--- src/hdl/mfom_pkg.sv ---
// ----------------------------------------------------------------------------
// mfom_pkg: shared definitions for the field-oriented mecanum mixer
// Widths, register codes and reset values, and the quarter-wave sine table,
// which is built once at elaboration.
// ----------------------------------------------------------------------------
`default_nettype none

package mfom_pkg;

  // Sizing
  localparam int SINE_TABLE_DEPTH = 256;   // table steps over a quarter wave
  localparam int AXIS_BITS        = 16;    // stick and wheel word width

  localparam int DEADBAND_BITS = 15;
  localparam int GAIN_BITS     = 16;
  localparam int ANGLE_BITS    = 16;
  localparam int TRIG_BITS     = 17;       // signed sine/cosine, +-32768
  localparam int LUT_BITS      = 16;       // unsigned table entry, 0..32768
  localparam int IDX_BITS      = $clog2(SINE_TABLE_DEPTH + 1);
  localparam int DB_CMP_BITS   = (AXIS_BITS > DEADBAND_BITS) ? AXIS_BITS : DEADBAND_BITS;

  // Configuration port
  localparam int CFG_IDX_BITS  = 2;
  localparam int CFG_DATA_BITS = 16;

  localparam logic [CFG_IDX_BITS-1:0] CFG_DEADBAND       = 2'd0;
  localparam logic [CFG_IDX_BITS-1:0] CFG_ROTATION_GAIN  = 2'd1;
  localparam logic [CFG_IDX_BITS-1:0] CFG_FIELD_FRAME    = 2'd2;

  localparam logic [DEADBAND_BITS-1:0] DEADBAND_RESET = 15'd3277;
  localparam logic [GAIN_BITS-1:0]     GAIN_RESET     = 16'd16384;

  typedef logic signed [AXIS_BITS-1:0]  axis_t;
  typedef logic signed [TRIG_BITS-1:0]  trig_t;
  typedef logic [LUT_BITS-1:0]          sine_lut_t [0:SINE_TABLE_DEPTH];

  // Settings the mixer needs
  typedef struct packed {
    logic [GAIN_BITS-1:0] rotation_gain;
    logic                 field_frame;
  } mix_cfg_t;

  // Table construction (elaboration only)
  localparam longint unsigned PI_Q30      = 64'd3373259426;
  localparam longint unsigned LUT_DIVISOR = 64'(2 * SINE_TABLE_DEPTH);

  // sin(x) on [0, pi/2], Q30 in and out, Taylor series through x^13
  function automatic longint series_sine_q30(input longint unsigned x);
    longint unsigned x2;
    longint unsigned term;
    longint          sum;
    x2   = (x * x) >> 30;
    term = x;
    sum  = longint'(x);
    term = ((term * x2) >> 30) / 64'd6;
    sum  = sum - longint'(term);
    term = ((term * x2) >> 30) / 64'd20;
    sum  = sum + longint'(term);
    term = ((term * x2) >> 30) / 64'd42;
    sum  = sum - longint'(term);
    term = ((term * x2) >> 30) / 64'd72;
    sum  = sum + longint'(term);
    term = ((term * x2) >> 30) / 64'd110;
    sum  = sum - longint'(term);
    term = ((term * x2) >> 30) / 64'd156;
    sum  = sum + longint'(term);
    return sum;
  endfunction

  function automatic sine_lut_t build_sine_lut();
    sine_lut_t       lut;
    longint unsigned x;
    longint          s;
    longint          q;
    for (int i = 0; i <= SINE_TABLE_DEPTH; i++) begin
      x = (longint'(i) * PI_Q30 + 64'(SINE_TABLE_DEPTH)) / LUT_DIVISOR;
      s = series_sine_q30(x);
      if (s < 0) begin
        s = 0;
      end
      q = (s + 64'sd16384) >>> 15;
      if (q > 64'sd32768) begin
        q = 64'sd32768;
      end
      lut[i] = LUT_BITS'(q);
    end
    return lut;
  endfunction

  localparam sine_lut_t SINE_LUT = build_sine_lut();

endpackage

`default_nettype wire

--- src/hdl/mfom_deadzone.sv ---
// ----------------------------------------------------------------------------
// mfom_deadzone: stick deadband
// Force an axis to zero when its magnitude is below the deadband.
// ----------------------------------------------------------------------------
`default_nettype none

module mfom_deadzone (
  input  mfom_pkg::axis_t                        axis_i,
  input  logic [mfom_pkg::DEADBAND_BITS-1:0]     deadband_i,
  output mfom_pkg::axis_t                        axis_o
);

  logic [mfom_pkg::AXIS_BITS-1:0] mag;

  // Most negative value maps to 2^(n-1), which is correct as unsigned
  assign mag    = axis_i[mfom_pkg::AXIS_BITS-1] ? (~axis_i + 1'b1) : axis_i;
  assign axis_o = (mfom_pkg::DB_CMP_BITS'(mag) < mfom_pkg::DB_CMP_BITS'(deadband_i))
                  ? '0 : axis_i;

endmodule

`default_nettype wire

--- config.mk ---
export PLATFORM = sky130hd
export DESIGN_NAME = mfom_deadzone
export DESIGN_NICKNAME = d
export VERILOG_FILES = /design/src/hdl/mfom_pkg.sv /design/src/hdl/mfom_deadzone.sv
export SDC_FILE = /design/constraint.sdc
export NUM_CORES = 1
export LEC_CHECK = 0
export ABC_AREA = 1
export BUFFER_PORTS_ARGS = -buffer_cell sky130_fd_sc_hd__buf_2
export CELL_PAD_IN_SITES_DETAIL_PLACEMENT = 0
export CELL_PAD_IN_SITES_GLOBAL_PLACEMENT = 1
export CORE_MARGIN = 2
export CORE_UTILIZATION = 34
export DETAILED_ROUTE_END_ITERATION = 8
export PLACE_DENSITY = 0.95
export SYNTH_ARGS = -nofsm -noshare
export SYNTH_HDL_FRONTEND = slang
export SYNTH_SLANG_ARGS = --single-unit
--- constraint.sdc ---
create_clock -name vclk -period 6.55
set_input_delay 0.655 -clock vclk [all_inputs]
set_output_delay 0.655 -clock vclk [all_outputs]
set_load 0.05 [all_outputs]
==> results of run 1 <==
cells by family (layout without fill, tap and decap cells):
| kind of cell | Yosys count | after routing | synth area share [%] |
|---|---|---|---|
| AND/OR/NAND/NOR | 58 | 58 | 29.5 |
| adder cells (fa/ha/maj) | 15 | 15 | 20.7 |
| buffers and inverters | 42 | 86 | 19.2 |
| AO/OA/AOI/OAI | 27 | 27 | 19.9 |
| XOR/XNOR | 11 | 11 | 10.6 |
per-stage QoR:
step	total power, uW	cell area (um2)
3_3_place_gp	126	1150
3_5_place_dp	126	1150
4_1_cts	127	1150
2_1_floorplan	97.5	905
5_1_grt	139	1150
6_report	125	1150
worst min-delay path by stage:
stage | end | slack, ns | depth (start not counted)
finish | axis_o[9] | 1.73 | 4
global route | axis_o[9] | 1.73 | 4
CTS | axis_o[9] | 1.73 | 4
detailed placement | axis_o[9] | 1.73 | 4
global placement | axis_o[9] | 1.73 | 4
floorplan | axis_o[9] | 1.46 | 2
cell usage in the layout, fill, tap and decap left out:
master,Yosys,layout
buf_2,1,47
inv_1,39,39
nand2_1,30,30
ha_1,15,15
xor2_1,11,11
nor2_1,10,10
a21oi_1,10,10
a21oi_2,10,10
nand3_1,5,5
o21ai_0,4,4
nor2_2,3,3
nand2_2,2,2
nor3_1,2,2
nand4_1,2,2
nand3_2,1,1
nor2_4,1,1
a31oi_1,1,1
o21ai_2,1,1
nor3_2,1,1
o31ai_1,1,1
nor4_1,1,1
tightest hold or removal path: cells and delay by family:
family,cells,cell delay [ns]
AOI/OAI and AO/OA,1,0.03
buffers and inverters,3,0.38
power by group:
group	switching, uW	internal [uW]
registers	0	0
clock network	0	0
logic	86.2	38.9
routing by layer:
| layer | vias up | part of all wire [%] | GRT usage (%) |
|---|---|---|---|
| met5 | - | 0 | 0 |
| met4 | 0 | 0 | 0.348 |
| met3 | 0 | 4.9 | 1.16 |
| met2 | 21 | 45 | 23.6 |
| met1 | 420 | 50 | 19.7 |
| li1 | 565 | - | - |
final cells by class:
class	count	area share, %
Inverter	39	12.7
Multi-Input combinational cell	111	63.5
Tap cell	30	3.26
Timing Repair Buffer	47	20.5
==> results.cfg, run 1 <==
[status]
status = complete, no violations

[floorplanning]
row_count = 18
initial_utilization_pct = 36.2
die_h_um = 55.6
design.core.area_um2 = 2500
fp.dieW_um = 55.6
io_pins = 47
die_area_um2 = 3090

[worst_setup_path]
setup.worst_path.start = axis_i[0]
cp-start-kind = input port
critPathCaptureType = output port
cp_slowest_cell = nand2_1
path_delay_family = simple AND/OR/NAND/NOR gates
path_depth = 16
worstPathRequired_ns = 5.89
critPathBufInv = 4
arrival_ns = 3.50
slowest_delay_ns = 0.48
worstPathMaxFanout = 16
crit_chain = buf_2, inv_1, ha_1, nand3_1, nor2_1, nand3_1, o21ai_2, nand2_1, nand2_1, nand2_1, ha_1, inv_1, nor4_1, nand2_1, a21oi_1, buf_2
cpMostUsedCell = nand2_1
crit_end = axis_o[15]
crit_type = in2out

[logic_synthesis]
seq_area_frac_synth_pct = 0
postSynthCellCount = 153
synth_area_leaders = ha_1, inv_1, nand2_1
syn-num-nets = 199
yosys.area.top_type = ha_1
yosys-top-cells-count = inv_1, nand2_1, ha_1
ys_types = 22
yosysMostFrequentCell = inv_1
syn_area_per_cell_um2 = 5.91
yosysTopAreaCellShare_pct = 20.7
synth_area_um2 = 905
yosysWarnings = 0

[detailed_routing]
finalWirelength_um = 2110
routed_via_density = 4.43
firstDrtPassIters = 4
drc = 0
drtIter0Drc = 15
wl_per_cell_um = 9.28
ant_nets = 0
num_vias = 1006

[sta]
fin_crit_ns = 4.16
setup_viol = 0
hold_violations = 0
finalSetupTns_ns = 0
holdWs_ns = 1.73
clock.fmax_ghz = 0.241
period_share_pct = 63.5
relSlewSlack_pct = 43.6
tightest_slew_ns = 0.845
slew_violations = 0
rsz0062_at_grt = no
fin_ws_ns = 2.39

[finish]
multi_input_area_um2 = 731
area_growth_pct = 27.1
sequential_cell_total = 0
nets = 245
nClkBuffers = 0
seqCellArea_um2 = 0
finalNonFillerCells = 227
fin_util_pct = 46.0
drive_gt1_share_pct = 33.5
diodes = 0
fillers = 294

[grt]
grt_pass1_wl_um = 3740
grt_pass1_vias = 945
gr-total-overflow = 0
antenna_found_initial = 0
grt_usage_pct = 13.8
grt_max_degree = 17

[pwr]
peakVddDrop_v = 0.0000771
power.density_nw_per_um2 = 109
p_leak_uw = 0.000733

[place]
io_buffers = 47
routabilityCongestion = 0.835
dp_slack_ns = 2.42
dp_cells = 227
dp_hpwl_um = 1850

[cts]
cts-hold-fix-buffers = 0
cts_setup_buffers = 0
cts_resized = 0

[min_path]
hp-start = axis_i[9]
holdCritPathClass = in2out

[flow_run]
max_cap_viol_count = 0
No activity file was read; power rests on OpenSTA's default activity.
==> run 2: changes to the inputs <==
--- a/config.mk
+++ b/config.mk
@@ -5,14 +5,14 @@
 export SDC_FILE = /design/constraint.sdc
 export NUM_CORES = 1
 export LEC_CHECK = 0
-export ABC_AREA = 1
+export ABC_AREA = 0
 export BUFFER_PORTS_ARGS = -buffer_cell sky130_fd_sc_hd__buf_2
 export CELL_PAD_IN_SITES_DETAIL_PLACEMENT = 0
 export CELL_PAD_IN_SITES_GLOBAL_PLACEMENT = 1
 export CORE_MARGIN = 2
 export CORE_UTILIZATION = 34
 export DETAILED_ROUTE_END_ITERATION = 8
-export PLACE_DENSITY = 0.95
+export PLACE_DENSITY = 0.91
 export SYNTH_ARGS = -nofsm -noshare
 export SYNTH_HDL_FRONTEND = slang
 export SYNTH_SLANG_ARGS = --single-unit
==> constraint.sdc (replaced) <==
create_clock -name vclk -period 3.9
set_input_delay 0.39 -clock vclk [all_inputs]
set_output_delay 0.39 -clock vclk [all_outputs]
set_load 0.05 [all_outputs]
==> run 2 against run 1 <==
  * Core utilization decreased by 1.4 points
  * Critical path depth shrank 5
  * Design area rose by 5.2%
  * Largest cell class unchanged
  * Combinational power is 85% higher
==> results.cfg, run 2 <==
[sta]
hold_violations = 0
tightest_slew_ns = 0.866
relSlewSlack_pct = 42.1
setup_viol = 0
clock.fmax_ghz = 0.284
finalSetupTns_ns = 0
rsz0062_at_grt = no
slew_violations = 0
period_share_pct = 90.2
fin_crit_ns = 3.52

[cts]
cts-hold-fix-buffers = 0
cts_resized = 0
cts_setup_buffers = 0

[status]
status = complete, no violations

[grt]
grt_pass1_wl_um = 4070
grt_pass1_vias = 992
grt_max_degree = 17
gr-total-overflow = 0
grt_usage_pct = 14.8
antenna_found_initial = 0

[logic_synthesis]
yosysMostFrequentCell = inv_1
ys_types = 31
synth_area_um2 = 952
syn_area_per_cell_um2 = 7.38
yosys.area.top_type = ha_1
yosysWarnings = 0
yosys-top-cells-count = inv_1, ha_1, xnor2_1
yosysTopAreaCellShare_pct = 19.7
syn-num-nets = 175
seq_area_frac_synth_pct = 0
postSynthCellCount = 129
synth_area_leaders = ha_1, a31oi_2, inv_1

[finish]
sequential_cell_total = 0
nClkBuffers = 0
fillers = 300
seqCellArea_um2 = 0
area_growth_pct = 27.1
final_common_cell = buf_2
fin_util_pct = 44.6
drive_gt1_share_pct = 39.7
nets = 222
diodes = 0
final_cell_mix = buf_2, inv_1, ha_1, xnor2_1

[worst_setup_path]
worstPathRequired_ns = 3.51
critPathCaptureType = output port
worstPathMaxFanout = 16
crit_type = in2out
arrival_ns = 3.13
cp-start-kind = input port

[floorplanning]
die_area_um2 = 3240
design.core.area_um2 = 2710
row_count = 19
die_h_um = 56.9
io_pins = 47
fp.dieW_um = 56.9
initial_utilization_pct = 35.1

[min_path]
hp-start = axis_i[10]
holdCritPathClass = in2out
whs_path_depth = 4
holdPathEnd = axis_o[10]

[place]
routabilityCongestion = 0.764
io_buffers = 47
dp_hpwl_um = 2120

[detailed_routing]
firstDrtPassIters = 4
wl_per_cell_um = 11.9
drc = 0
routed_via_density = 5.02
drtIter0Drc = 12
ant_nets = 0
finalWirelength_um = 2430
num_vias = 1029

[flow_run]
max_cap_viol_count = 0

[pwr]
peakVddDrop_v = 0.000117
power.density_nw_per_um2 = 191
p_leak_uw = 0.000636
[run 2: cell type report]
type	instances	area, um2	area share, %
timing repair buffer	49	250	20.7
tap	31	38.8	3.21
inverter	32	120	9.93
multi-input combinational	93	801	66.2
[run 2: worst max path at each step]
| stage | start | endpoint | slack [ns] | depth (start not counted) |
|---|---|---|---|---|
| floorplan | axis_i[5] | axis_o[0] | 0.61 | 9 |
| global placement | axis_i[5] | axis_o[15] | 0.49 | 11 |
| detailed placement | axis_i[5] | axis_o[9] | 0.37 | 11 |
| CTS | axis_i[5] | axis_o[9] | 0.36 | 11 |
| global route | axis_i[9] | axis_o[1] | 0.05 | 11 |
| finish | axis_i[5] | axis_o[9] | 0.38 | 11 |
[run 2: report_power, final]
part / internal (uW) / leakage [uW] / switching [uW]
clock: 0 / 0 / 0
combinational: 75.1 / 0.000636 / 156
sequential: 0 / 0 / 0
[run 2: cells by family after synthesis]
group | synth area share (%)
buffers and inverters | 15.9
AOI/OAI and AO/OA | 33.2
adders and majority gates | 19.7
and+or+nand+nor | 19.2
xor gates and xnor gates | 12.0
[run 2: worst max-delay path, stage by stage]
cell      delay [ns]
buf_2           0.14
nor4_4          0.39
nand3_1         0.16
o31ai_1         0.26
xnor2_1         0.10
ha_1            0.31
nand3_2         0.11
nor3_2          0.25
o211ai_2        0.40
a31oi_2         0.31
buf_2           0.29
[run 2: metrics by stage]
stage          instances  worst slack, ns  total power (uW)  hold slack [ns]  area [um2]
2_1_floorplan        129            0.611               175            0.939         952
3_3_place_gp         205            0.487               228             1.19        1210
3_5_place_dp         205            0.366               232             1.20        1210
4_1_cts              205            0.362               233             1.20        1210
5_1_grt              205           0.0500               252             1.21        1210
6_report             205            0.382               231             1.20        1210
[run 2: metal layers]
layer | global-route usage [%] | part of all wire (%) | up-vias
met5 | 0 | 0 | -
met3 | 0.691 | 3.5 | 0
met2 | 26.1 | 54 | 24
met4 | 3.32 | 0 | 0
met1 | 19.6 | 43 | 468
li1 | - | - | 537
